--- src/design/tcts_pkg.sv ---
`timescale 1ns / 1ps

package tcts_pkg;

  // Default geometry
  localparam int DEF_PAGE_COUNT = 8;
  localparam int DEF_COLUMNS    = 80;
  localparam int DEF_ROWS       = 25;

  // Cell contents
  localparam logic [15:0] BLANK_CELL = 16'h0720;
  localparam logic [7:0]  BLANK_CHAR = 8'h20;

  // Teletype control characters
  localparam logic [7:0] CH_BEL = 8'd7;
  localparam logic [7:0] CH_BS  = 8'd8;
  localparam logic [7:0] CH_LF  = 8'd10;
  localparam logic [7:0] CH_CR  = 8'd13;

  typedef enum logic [2:0] {
    OP_TTY     = 3'd0,
    OP_SCR_UP  = 3'd1,
    OP_SCR_DN  = 3'd2,
    OP_SET_CUR = 3'd3,
    OP_READ    = 3'd4
  } op_e;

  typedef struct packed {
    logic [2:0] op;
    logic [2:0] page_sel;
    logic [7:0] char_code;
    logic [7:0] line_count;
    logic [7:0] fill_attr;
    logic [7:0] top_row;
    logic [7:0] left_col;
    logic [7:0] bottom_row;
    logic [7:0] right_col;
    logic [7:0] new_row;
    logic [7:0] new_col;
  } req_t;

  typedef struct packed {
    logic       bell;
    logic [7:0] cursor_row_out;
    logic [7:0] cursor_col_out;
    logic [7:0] cell_char;
    logic [7:0] cell_attr;
  } rsp_t;

  typedef enum logic [3:0] {
    ST_CLEAR,
    ST_IDLE,
    ST_DECODE,
    ST_CELL_RD,
    ST_TTY_WR,
    ST_ATTR_RD,
    ST_SC_SETUP,
    ST_SC_RD,
    ST_SC_WR,
    ST_FINISH
  } state_e;

  // Controller to datapath
  typedef struct packed {
    logic clr_step;
    logic take_req;
    logic cur_set;
    logic tty_step;
    logic rd_cur;
    logic cell_wr;
    logic rd_attr;
    logic sc_setup;
    logic sc_tty;
    logic sc_rd;
    logic sc_wr;
    logic load_res;
  } ctl_t;

  // Datapath to controller
  typedef struct packed {
    logic       clr_last;
    logic       page_bad;
    logic [2:0] op;
    logic       cur_in;
    logic       ch_bel;
    logic       ch_ctl;
    logic       tty_scroll;
    logic       win_bad;
    logic       sc_done;
    logic       out_free;
  } sts_t;

endpackage

--- src/design/tcts_ctrl.sv ---
`timescale 1ns / 1ps

module tcts_ctrl import tcts_pkg::*; (
  input  logic clk,
  input  logic rst,
  input  logic req_valid,
  output logic req_ready,
  input  sts_t sts,
  output ctl_t ctl
);

  state_e state, state_next;

  // State register; reset starts the cell clearing sweep
  always_ff @(posedge clk) begin
    if (rst) begin
      state <= ST_CLEAR;
    end else begin
      state <= state_next;
    end
  end

  // Next state
  always_comb begin
    state_next = state;
    case (state)
      ST_CLEAR: begin
        if (sts.clr_last) state_next = ST_IDLE;
      end
      ST_IDLE: begin
        if (req_valid) state_next = ST_DECODE;
      end
      ST_DECODE: begin
        state_next = ST_FINISH;
        if (!sts.page_bad) begin
          case (sts.op)
            OP_TTY: begin
              if (sts.cur_in && !sts.ch_bel) begin
                if (sts.ch_ctl) begin
                  state_next = sts.tty_scroll ? ST_ATTR_RD : ST_FINISH;
                end else begin
                  state_next = ST_CELL_RD;
                end
              end
            end
            OP_SCR_UP, OP_SCR_DN: begin
              if (!sts.win_bad) state_next = ST_SC_SETUP;
            end
            OP_READ: begin
              if (sts.cur_in) state_next = ST_CELL_RD;
            end
            default: state_next = ST_FINISH;
          endcase
        end
      end
      ST_CELL_RD: begin
        state_next = (sts.op == OP_READ) ? ST_FINISH : ST_TTY_WR;
      end
      ST_TTY_WR: begin
        state_next = sts.tty_scroll ? ST_ATTR_RD : ST_FINISH;
      end
      ST_ATTR_RD:  state_next = ST_SC_SETUP;
      ST_SC_SETUP: state_next = ST_SC_RD;
      ST_SC_RD:    state_next = ST_SC_WR;
      ST_SC_WR: begin
        state_next = sts.sc_done ? ST_FINISH : ST_SC_RD;
      end
      ST_FINISH: begin
        if (sts.out_free) state_next = ST_IDLE;
      end
      default: state_next = ST_IDLE;
    endcase
  end

  // Commands
  always_comb begin
    ctl       = '0;
    req_ready = 1'b0;
    case (state)
      ST_CLEAR: ctl.clr_step = 1'b1;
      ST_IDLE: begin
        req_ready    = 1'b1;
        ctl.take_req = req_valid;
      end
      ST_DECODE: begin
        ctl.cur_set  = !sts.page_bad && (sts.op == OP_SET_CUR);
        ctl.tty_step = !sts.page_bad && (sts.op == OP_TTY) && sts.cur_in && sts.ch_ctl;
      end
      ST_CELL_RD: ctl.rd_cur = 1'b1;
      ST_TTY_WR: begin
        ctl.cell_wr  = 1'b1;
        ctl.tty_step = 1'b1;
      end
      ST_ATTR_RD: ctl.rd_attr = 1'b1;
      ST_SC_SETUP: begin
        ctl.sc_setup = 1'b1;
        ctl.sc_tty   = (sts.op == OP_TTY);
      end
      ST_SC_RD:  ctl.sc_rd = 1'b1;
      ST_SC_WR:  ctl.sc_wr = 1'b1;
      ST_FINISH: ctl.load_res = sts.out_free;
      default: ctl = '0;
    endcase
  end

endmodule

--- config.mk ---
export PLATFORM = sky130hd
export DESIGN_NAME = tcts_ctrl
export DESIGN_NICKNAME = d
export VERILOG_FILES = /design/src/design/tcts_pkg.sv /design/src/design/tcts_ctrl.sv
export SDC_FILE = /design/constraint.sdc
export NUM_CORES = 1
export LEC_CHECK = 0
export ABC_CLOCK_PERIOD_IN_PS = 1500
export BUFFER_PORTS_ARGS = -buffer_cell sky130_fd_sc_hd__buf_2
export CAP_MARGIN = 15
export CORE_MARGIN = 4
export CORE_UTILIZATION = 38
export DETAILED_ROUTE_END_ITERATION = 12
export HOLD_SLACK_MARGIN = 0.03
export PLACE_DENSITY = 0.83
export SYNTH_ARGS = -nofsm -noshare
export SYNTH_HDL_FRONTEND = slang
export SYNTH_SLANG_ARGS = --single-unit
--- constraint.sdc ---
create_clock -name clk -period 1.5 [get_ports clk]
set_input_delay 0.3 -clock clk [delete_from_list [all_inputs] [get_ports clk]]
set_output_delay 0.3 -clock clk [all_outputs]
set_load 0.03 [all_outputs]
==> impl_metrics.env, run 1 <==
export IMPL_peakVddDrop_uv=414.4
export IMPL_wl_met2_mm=1.575
export IMPL_hold_viol=0
export IMPL_placementRows=12
export IMPL_internal_power_w=0.0003260
export IMPL_cp_end_kind="output port"
export IMPL_swShare=0.4158
export IMPL_cts_root_buf="clkbuf_4"
export IMPL_yosys_area_top_type="dfxtp_1"
export IMPL_crit_fanout=3
export IMPL_dieArea_sq_mm=0.002006
export IMPL_p_leak_nw=0.4447
export IMPL_path_cells="or2_1 -> or3_4 -> nor3_4 -> buf_6"
export IMPL_clk_latency_ps=250
export IMPL_synth_area_per_cell_sq_um=6.766
export IMPL_fin_ws_ps=-371.2
export IMPL_preCtsSetupSlack_ps=-157.3
export IMPL_initial_core_util=0.4335
export IMPL_drc=0
export IMPL_cts_made_buffers=3
export IMPL_place_area_sq_um=799.5
export IMPL_grt_usage=0.3371
export IMPL_grt_pass1_wl_mm=4.795
export IMPL_cts_sinks=4
export IMPL_path_delay_family="simple AND/OR/NAND/NOR gates"
export IMPL_path_clk_slew_ps=40
export IMPL_yosysSeqAreaShare=0.1557
export IMPL_crit_required_ps=1200
export IMPL_overflow=0
export IMPL_setup_viol=15
export IMPL_cp_depth=4
export IMPL_reg_largest_list="state (4)"
export IMPL_worst_slew_pin_slew_ps=487.0
export IMPL_cp_arrival_ps=1570
export IMPL_regToRegEndpoint="state[1]$_SDFFE_PP0P_"
export IMPL_critPathBufInv=1
export IMPL_worstSetupStartpointType="flop"
export IMPL_dr_pass1_iters=5
export IMPL_critPathKind="reg2out"
export IMPL_numPortBuffers=27
export IMPL_cts_tree="done"
export IMPL_synth_seq_cells=4
export IMPL_synthCells=76
export IMPL_fp_dieH_um=44.79
export IMPL_highest_layer="met4"
export IMPL_final_area_sq_mm=0.001077
export IMPL_power_density_mw_per_mm2=518.1
export IMPL_holdCritPathClass="in2reg"
export IMPL_hpwl_mm=1.413
export IMPL_numPlacedInstances=127
export IMPL_area_growth_pct=109.5
export IMPL_rrSetupSlack_ps=-310
export IMPL_switchingPower_w=0.0002321
export IMPL_pwr_share_comb=0.530
export IMPL_max_clock_path_buffers=2
export IMPL_max_cap_viol_count=0
export IMPL_pwr_share_seq=0.210
export IMPL_fin_util=0.9082
export IMPL_antenna_cells=0
export IMPL_wl_met1_mm=1.201
export IMPL_via_per_inst=7.123
export IMPL_avgRoutedWirePerCell_um=26.57
export IMPL_core_sq_mm=0.001186
export IMPL_ys_warn_count=0
export IMPL_gp_congestion=0.8382
export IMPL_endpoint="ctl[9]"
export IMPL_holdPathStages=2
export IMPL_syn_num_nets=91
export IMPL_slowest_delay_ps=420
export IMPL_ys_dominant_reg_cell="dfxtp_1"
export IMPL_synth_distinct_cells=32
export IMPL_syn_area_sq_um=514.2
export IMPL_drt_iter0_markers=123
export IMPL_power_frac_clock=0.260
export IMPL_netlist_top_cells_area="dfxtp_1, nor2_1, nand2b_1, nor3_1, a211o_1"
export IMPL_status="complete, but fails checks"
export IMPL_grt_max_degree=11
export IMPL_rsz0062_at_grt="yes"
export IMPL_period_minus_slack_ps=1871
export IMPL_r2r_cells=5
export IMPL_fin_cells=138
export IMPL_clock_skew_final_ps=0.1704
export IMPL_ios=28
export IMPL_drv_slew=0
export IMPL_hold_ws_ps=318.4
export IMPL_ant_nets=0
export IMPL_synth_edff_count=0
export IMPL_synth_common_cells="nor2_1, nor3_1, a21oi_1, nand2b_1"
export IMPL_async_flop_share=0
export IMPL_max_freq_mhz=534.4
export IMPL_synth_top_area_frac=0.1557
export IMPL_largest_register_ffs=4
export IMPL_h_tree_depth=1
export IMPL_wl_mm=3.667
export IMPL_failed_checks="setup timing"
export IMPL_met3WireLength_um=484
export IMPL_setup_worst_path_start="state[0]$_SDFFE_PP0P_"
export IMPL_rr_startpoint="state[0]$_SDFFE_PP0P_"
export IMPL_critPathSlowestCell="or3_4"
export IMPL_drive_above_1_share=0.6290
export IMPL_grt_pass1_vias=924
export IMPL_antenna_found_initial=0
export IMPL_hold_buffers=0
export IMPL_vias=983
export IMPL_relSlewSlack=0.6728
export IMPL_die_x_um=44.79
export IMPL_min_period_over_period=1.247
export IMPL_fin_nets=141
export IMPL_synth_most_common_cell="nor2_1"
export IMPL_regMostFlops="state"
[layout by cell type, fill, tap and decap left out, drive strengths merged]
master	count
dfxtp	4
nand4	1
nor2b	1
o22ai	2
nand2b	5
or3	3
o211ai	1
o21ai	1
or3b	1
or4bb	2
and2	2
o21a	1
a22oi	1
a211o	3
clkbuf	3
a21oi	5
a31oi	2
nor3	6
a221oi	2
nand2	4
o41ai	1
xnor2	1
or4b	2
or2	1
nand3	1
a211oi	1
inv	4
nor2	11
nand3b	1
buf	50
a311oi	1
[per-stage QoR]
step,TNS [ps],total power [W]
finish,-2393,0.0005582
global route,-2839,0.0005758
CTS,-1685,0.0005034
detailed placement,-469.9,0.0003180
global placement,-318.1,0.0003113
floorplan,-1132,0.0002377
[power by group through the flow]
stage | logic (W) | registers, W | clock network, W
floorplan | 0.000121 | 0.000116 | 0
global placement | 0.000195 | 0.000116 | 0
detailed placement | 0.000201 | 0.000117 | 0
CTS | 0.000250 | 0.000116 | 0.000138
global route | 0.000304 | 0.000117 | 0.000155
finish | 0.000296 | 0.000117 | 0.000145
[what timing repair did]
action / CTS / global route
gates cloned: 0 / 0
pin swaps: 7 / 9
setup endpoints to repair: 15 / 16
resized for setup: 44 / 14
setup buffers: 4 / 5
[logic make-up after synthesis]
logic type,synth area share
and+or+nand+nor,0.4599
AOI/OAI and AO/OA,0.2968
buffers and inverters,0.07055
DFF,0.1557
xor gates and xnor gates,0.01703
[area by class of cell]
cell class | instances | area [sq um]
flip-flops and latches | 4 | 83.83
repair buffers | 50 | 415.4
well taps | 14 | 17.52
fillers | 54 | 108.9
multi-input cells | 63 | 523.0
clock buffers | 3 | 22.52
inverters | 4 | 15.01
[layer usage]
| layer | vias to the layer above | global-route usage |
|---|---|---|
| li1 | 380 | - |
| met1 | 436 | 0.3929 |
| met2 | 117 | 0.5903 |
| met3 | 50 | 0.05578 |
| met4 | 0 | 0.1637 |
| met5 | - | 0 |
[worst register-to-register path, stage by stage, from the launching register on]
cell,delay [ps]
dfxtp_1,310
or2_1,270
or3_4,420
buf_4,150
a211o_1,270
a311oi_2,290
[worst min path at each step]
stage / slack, ps / to / start
CTS: 280 / state[1]$_SDFFE_PP0P_ / rst
finish: 320 / state[1]$_SDFFE_PP0P_ / rst
floorplan: 370 / state[1]$_SDFFE_PP0P_ / rst
global route: 310 / state[1]$_SDFFE_PP0P_ / rst
detailed placement: 530 / state[1]$_SDFFE_PP0P_ / rst
global placement: 530 / state[1]$_SDFFE_PP0P_ / rst
No activity file was read; power rests on OpenSTA's default activity.
==> run 2: changes to the inputs <==
--- a/config.mk
+++ b/config.mk
@@ -13,6 +13,8 @@
 export DETAILED_ROUTE_END_ITERATION = 12
 export HOLD_SLACK_MARGIN = 0.03
 export PLACE_DENSITY = 0.83
+export RECOVER_POWER = 50
+export SKIP_CTS_REPAIR_TIMING = 1
 export SYNTH_ARGS = -nofsm -noshare
 export SYNTH_HDL_FRONTEND = slang
 export SYNTH_SLANG_ARGS = --single-unit
==> run 2 against run 1 <==
Effect of this change:
- routed wire length is 30% lower
- first-iteration DRC count is 56% lower
- utilization is 7.3 points lower
- clock skew is 4.2 ps higher
- critical endpoint unchanged
- the flow still finishes with violations (setup timing)
- sequential cell count stayed put
- critical path depth stayed put
- clock power is 6% lower
- cell area is 8.0% lower
- register-to-register slack better by 280 ps
- clock-buffer cell count stayed put
- hold slack worse by 31 ps
==> impl_metrics.env, run 2 (same netlist as run 1, synthesis figures left out) <==
export IMPL_status="complete, but fails checks"
export IMPL_failed_checks="setup timing"
export IMPL_gp_congestion=0.8382
export IMPL_max_freq_mhz=547.1
export IMPL_power_density_mw_per_mm2=519.0
export IMPL_rsz0062_at_grt="yes"
export IMPL_holdCritPathClass="in2reg"
export IMPL_drt_iter0_markers=54
export IMPL_vias=826
export IMPL_internal_power_w=0.0003156
export IMPL_multi_input_area_sq_um=505.5
export IMPL_max_cap_viol_count=0
export IMPL_critPathKind="reg2out"
export IMPL_avgRoutedWirePerCell_um=19.61
export IMPL_antenna_found_initial=0
export IMPL_layout_commonest_cell="buf_6"
export IMPL_nFillCells=56
export IMPL_grt_pass1_vias=708
export IMPL_regMostFlops="state"
export IMPL_max_clock_path_buffers=2
export IMPL_h_tree_depth=1
export IMPL_cts_sinks=4
export IMPL_reg_largest_list="state (4)"
export IMPL_fp_dieH_um=44.79
export IMPL_via_per_inst=6.354
export IMPL_layout_common_cells="buf_6, buf_2, buf_4, nor2_4, a21oi_1"
export IMPL_fin_ws_ps=-327.9
export IMPL_clk_latency_ps=240
export IMPL_power_frac_clock=0.264
export IMPL_drc=0
export IMPL_ios=28
export IMPL_numPortBuffers=27
export IMPL_seqCellArea_sq_um=82.58
export IMPL_hpwl_mm=1.413
export IMPL_path_clk_slew_ps=40
export IMPL_placementRows=12
export IMPL_wl_mm=2.549
export IMPL_p_leak_nw=0.3969
export IMPL_relSlewSlack=0.7726
export IMPL_dr_pass1_iters=4
export IMPL_switchingPower_w=0.0001987
export IMPL_power_w=0.0005143
export IMPL_cts_root_buf="clkbuf_4"
export IMPL_grt_usage=0.2055
export IMPL_initial_core_util=0.4335
export IMPL_period_minus_slack_ps=1828
export IMPL_crit_fanout=4
export IMPL_grt_pass1_wl_mm=3.036
export IMPL_hold_ws_ps=287.1
export IMPL_setup_viol=14
export IMPL_worst_slew_pin_slew_ps=336.7
export IMPL_fin_nets=133
export IMPL_cp_end_kind="output port"
export IMPL_drive_above_1_share=0.5776
export IMPL_core_sq_mm=0.001186
export IMPL_pwr_share_seq=0.227
export IMPL_antenna_cells=0
export IMPL_swShare=0.3864
export IMPL_cts_tree="done"
export IMPL_ant_nets=0
export IMPL_grt_max_degree=11
export IMPL_worstSetupStartpointType="flop"
export IMPL_hold_viol=0
export IMPL_min_period_over_period=1.219
export IMPL_die_x_um=44.79
export IMPL_overflow=0
export IMPL_pwr_share_comb=0.509
export IMPL_crit_required_ps=1200
export IMPL_peakVddDrop_uv=302.0
export IMPL_cts_made_buffers=3
export IMPL_dieArea_sq_mm=0.002006
export IMPL_clock_skew_final_ps=4.356
export IMPL_area_growth_pct=92.70
export IMPL_largest_register_ffs=4
export IMPL_drv_slew=0
export IMPL_cp_arrival_ps=1530
## run 2: metrics by stage
stage               TNS [ps]    util  cells  worst slack, ps  cell area [sq um]
floorplan              -1132       -     76           -230.9              563.0
global placement      -318.1  0.6741    127           -129.5              799.5
detailed placement    -469.9  0.6741    127           -157.3              799.5
CTS                    -2497  0.6930    130           -410.8              822.0
global route           -2259  0.8354    130           -370.3              991.0
finish                 -1576  0.8354    130           -327.9              991.0
## run 2: final cells by class
cell class / count / area share
Inverter: 4 / 0.01515
Sequential cell: 4 / 0.08333
Tap cell: 14 / 0.01768
Multi-Input combinational cell: 63 / 0.5101
Clock buffer: 3 / 0.02273
Timing Repair Buffer: 42 / 0.3510
## run 2: power by group through the flow
stage	clock network (W)	registers [W]	logic, W
6_report	0.000136	0.000117	0.000262
5_1_grt	0.000151	0.000117	0.000274
4_1_cts	0.000138	0.000116	0.000202
3_5_place_dp	0	0.000117	0.000201
3_3_place_gp	0	0.000116	0.000195
2_1_floorplan	0	0.000116	0.000121
## run 2: final timing paths
check	depth (start not counted)	endpoint	slack [ps]	from
setup / recovery	4	ctl[9]	-330	state[0]$_SDFFE_PP0P_
hold reg to reg	3	state[1]$_SDFFE_PP0P_	680	state[3]$_SDFFE_PP0P_
setup reg to reg	4	state[1]$_SDFFE_PP0P_	-30	state[0]$_SDFFE_PP0P_
hold / removal	2	state[1]$_SDFFE_PP0P_	290	rst
## run 2: layer usage
layer | up-vias | track usage | share of wire
li1 | 362 | - | -
met1 | 386 | 0.2447 | 0.36
met2 | 64 | 0.3467 | 0.50
met3 | 14 | 0.03586 | 0.10
met4 | 0 | 0.1111 | 0.041
met5 | - | 0 | 0
## run 2: critical path, stage by stage, from the launching register on
cell and delay [ps]:
dfxtp_1 300, or2_1 240, or3_4 420, nor3_4 180
buf_6 150
==> run 3: changes to the inputs <==
--- a/config.mk
+++ b/config.mk
@@ -11,7 +11,8 @@
 export CORE_MARGIN = 4
 export CORE_UTILIZATION = 38
 export DETAILED_ROUTE_END_ITERATION = 12
-export HOLD_SLACK_MARGIN = 0.03
+export HOLD_SLACK_MARGIN = 0.08
+export MAX_ROUTING_LAYER = met4
 export PLACE_DENSITY = 0.83
 export RECOVER_POWER = 50
 export SKIP_CTS_REPAIR_TIMING = 1
==> run 3 against run 2 <==
Effect of this change:
- the run still ends with setup timing left
- sequential power barely moved
- power about the same
- routed wire length fell by 0.82%
- clock-buffer cell count stayed put
- highest routed layer unchanged
==> impl_metrics.env, run 3 (same netlist as run 1, synthesis figures left out) <==
export IMPL_status="complete, but fails checks"
export IMPL_failed_checks="setup timing"
export IMPL_final_area_sq_um=991.0
export IMPL_regMostFlops="state"
export IMPL_power_density_mw_per_mm2=518.9
export IMPL_wl_mm=2.528
export IMPL_initial_core_util=0.4335
export IMPL_nFillCells=56
export IMPL_numPlacedInstances=127
export IMPL_switchingPower_w=0.0001986
export IMPL_grt_pass1_vias=709
export IMPL_area_growth_pct=92.70
export IMPL_ios=28
export IMPL_holdPathStages=2
export IMPL_holdCritPathClass="in2reg"
export IMPL_period_minus_slack_ps=1830
export IMPL_internal_power_w=0.0003156
export IMPL_fp_dieH_um=44.79
export IMPL_peakVddDrop_uv=299.8
export IMPL_rr_startpoint="state[0]$_SDFFE_PP0P_"
export IMPL_max_clock_path_buffers=2
export IMPL_dr_pass1_iters=4
export IMPL_hold_viol=0
export IMPL_crit_required_ps=1200
export IMPL_core_sq_mm=0.001186
export IMPL_fin_nets=133
export IMPL_crit_fanout=4
export IMPL_via_per_inst=6.285
export IMPL_cts_root_buf="clkbuf_4"
export IMPL_drc=0
export IMPL_relSlewSlack=0.7726
export IMPL_swShare=0.3862
export IMPL_ant_nets=0
export IMPL_reg_largest_list="state (4)"
export IMPL_avgRoutedWirePerCell_um=19.45
export IMPL_cts_tree="done"
export IMPL_seqCellArea_sq_um=82.58
export IMPL_overflow=0
export IMPL_cts_sinks=4
export IMPL_grt_pass1_wl_mm=3.036
export IMPL_place_area_sq_um=799.5
export IMPL_hpwl_mm=1.413
export IMPL_cts_made_buffers=3
export IMPL_min_to="state[1]$_SDFFE_PP0P_"
export IMPL_largest_register_ffs=4
export IMPL_min_period_over_period=1.220
export IMPL_antenna_cells=0
export IMPL_fin_ws_ps=-329.7
export IMPL_regToRegEndpoint="state[1]$_SDFFE_PP0P_"
export IMPL_antenna_found_initial=0
export IMPL_cp_arrival_ps=1530
export IMPL_clk_latency_ps=240
export IMPL_multi_input_area_sq_um=505.5
export IMPL_gp_congestion=0.8512
export IMPL_die_x_um=44.79
export IMPL_path_clk_slew_ps=40
export IMPL_pwr_share_comb=0.509
export IMPL_cp_end_kind="output port"
export IMPL_dieArea_sq_mm=0.002006
export IMPL_numPortBuffers=27
export IMPL_layout_common_cells="buf_6, buf_2, buf_4, nor2_4, a21oi_1"
export IMPL_clock_skew_final_ps=4.783
export IMPL_drive_above_1_share=0.5776
export IMPL_vias=817
export IMPL_drt_iter0_markers=55
export IMPL_placementRows=12
export IMPL_fin_cells=130
export IMPL_worstSetupStartpointType="flop"
export IMPL_pwr_share_seq=0.227
export IMPL_rrSetupSlack_ps=-30
export IMPL_max_freq_mhz=546.5
export IMPL_setup_viol=15
export IMPL_r2r_cells=4
export IMPL_p_leak_nw=0.3969
export IMPL_hold_start="rst"
export IMPL_rsz0062_at_grt="yes"
export IMPL_grt_usage=0.2115
export IMPL_max_cap_viol_count=0
export IMPL_h_tree_depth=1
export IMPL_drv_slew=0
export IMPL_layout_commonest_cell="buf_6"
export IMPL_critPathKind="reg2out"
export IMPL_worst_slew_pin_slew_ps=336.7
export IMPL_power_frac_clock=0.264
export IMPL_grt_max_degree=11
## run 3: how the worst max path moves through the flow
stage / from / endpoint / slack, ps / cells past startpoint
4_1_cts: state[0]$_SDFFE_PP0P_ / ctl[9] / -410 / 4
3_3_place_gp: state[0]$_SDFFE_PP0P_ / ctl[9] / -130 / 4
5_1_grt: state[0]$_SDFFE_PP0P_ / ctl[9] / -370 / 4
3_5_place_dp: state[0]$_SDFFE_PP0P_ / ctl[9] / -160 / 4
2_1_floorplan: state[3]$_SDFFE_PP0P_ / ctl[9] / -230 / 4
6_report: state[0]$_SDFFE_PP0P_ / ctl[9] / -330 / 4
## run 3: stage by stage
stage               hold WS [ps]  TNS [ps]  total power (W)    util  setup WS, ps
floorplan                  367.9     -1132        0.0002377       -        -230.9
global placement           525.4    -318.1        0.0003113  0.6741        -129.5
detailed placement         528.8    -469.9        0.0003180  0.6741        -157.3
CTS                        277.9     -2497        0.0004551  0.6930        -410.8
global route               287.9     -2259        0.0005424  0.8354        -370.3
finish                     285.0     -1580        0.0005142  0.8354        -329.7
## run 3: power by group through the flow
stage          Combinational, W  Clock [W]  Sequential, W
3_3_place_gp           0.000195          0       0.000116
6_report               0.000262   0.000136       0.000117
3_5_place_dp           0.000201          0       0.000117
4_1_cts                0.000202   0.000138       0.000116
5_1_grt                0.000274   0.000151       0.000117
2_1_floorplan          0.000121          0       0.000116
## run 3: final cells by class
| cell class | count | area share |
|---|---|---|
| Inverter | 4 | 0.01515 |
| Sequential cell | 4 | 0.08333 |
| Clock buffer | 3 | 0.02273 |
| Multi-Input combinational cell | 63 | 0.5101 |
| Tap cell | 14 | 0.01768 |
| Timing Repair Buffer | 42 | 0.3510 |
## run 3: critical path, cell delays in order, from the launching register on
cell and delay, ps:
dfxtp_1 300, or2_1 240, or3_4 420, nor3_4 180
buf_6 150
## run 3: routing by layer
metal  share of wire  GRT usage  vias up
met4           0.028     0.1111        0
met3            0.10    0.03586        8
met2            0.50     0.3467       65
met1            0.37     0.2447      381
li1                -          -      363
met5               0          -        -
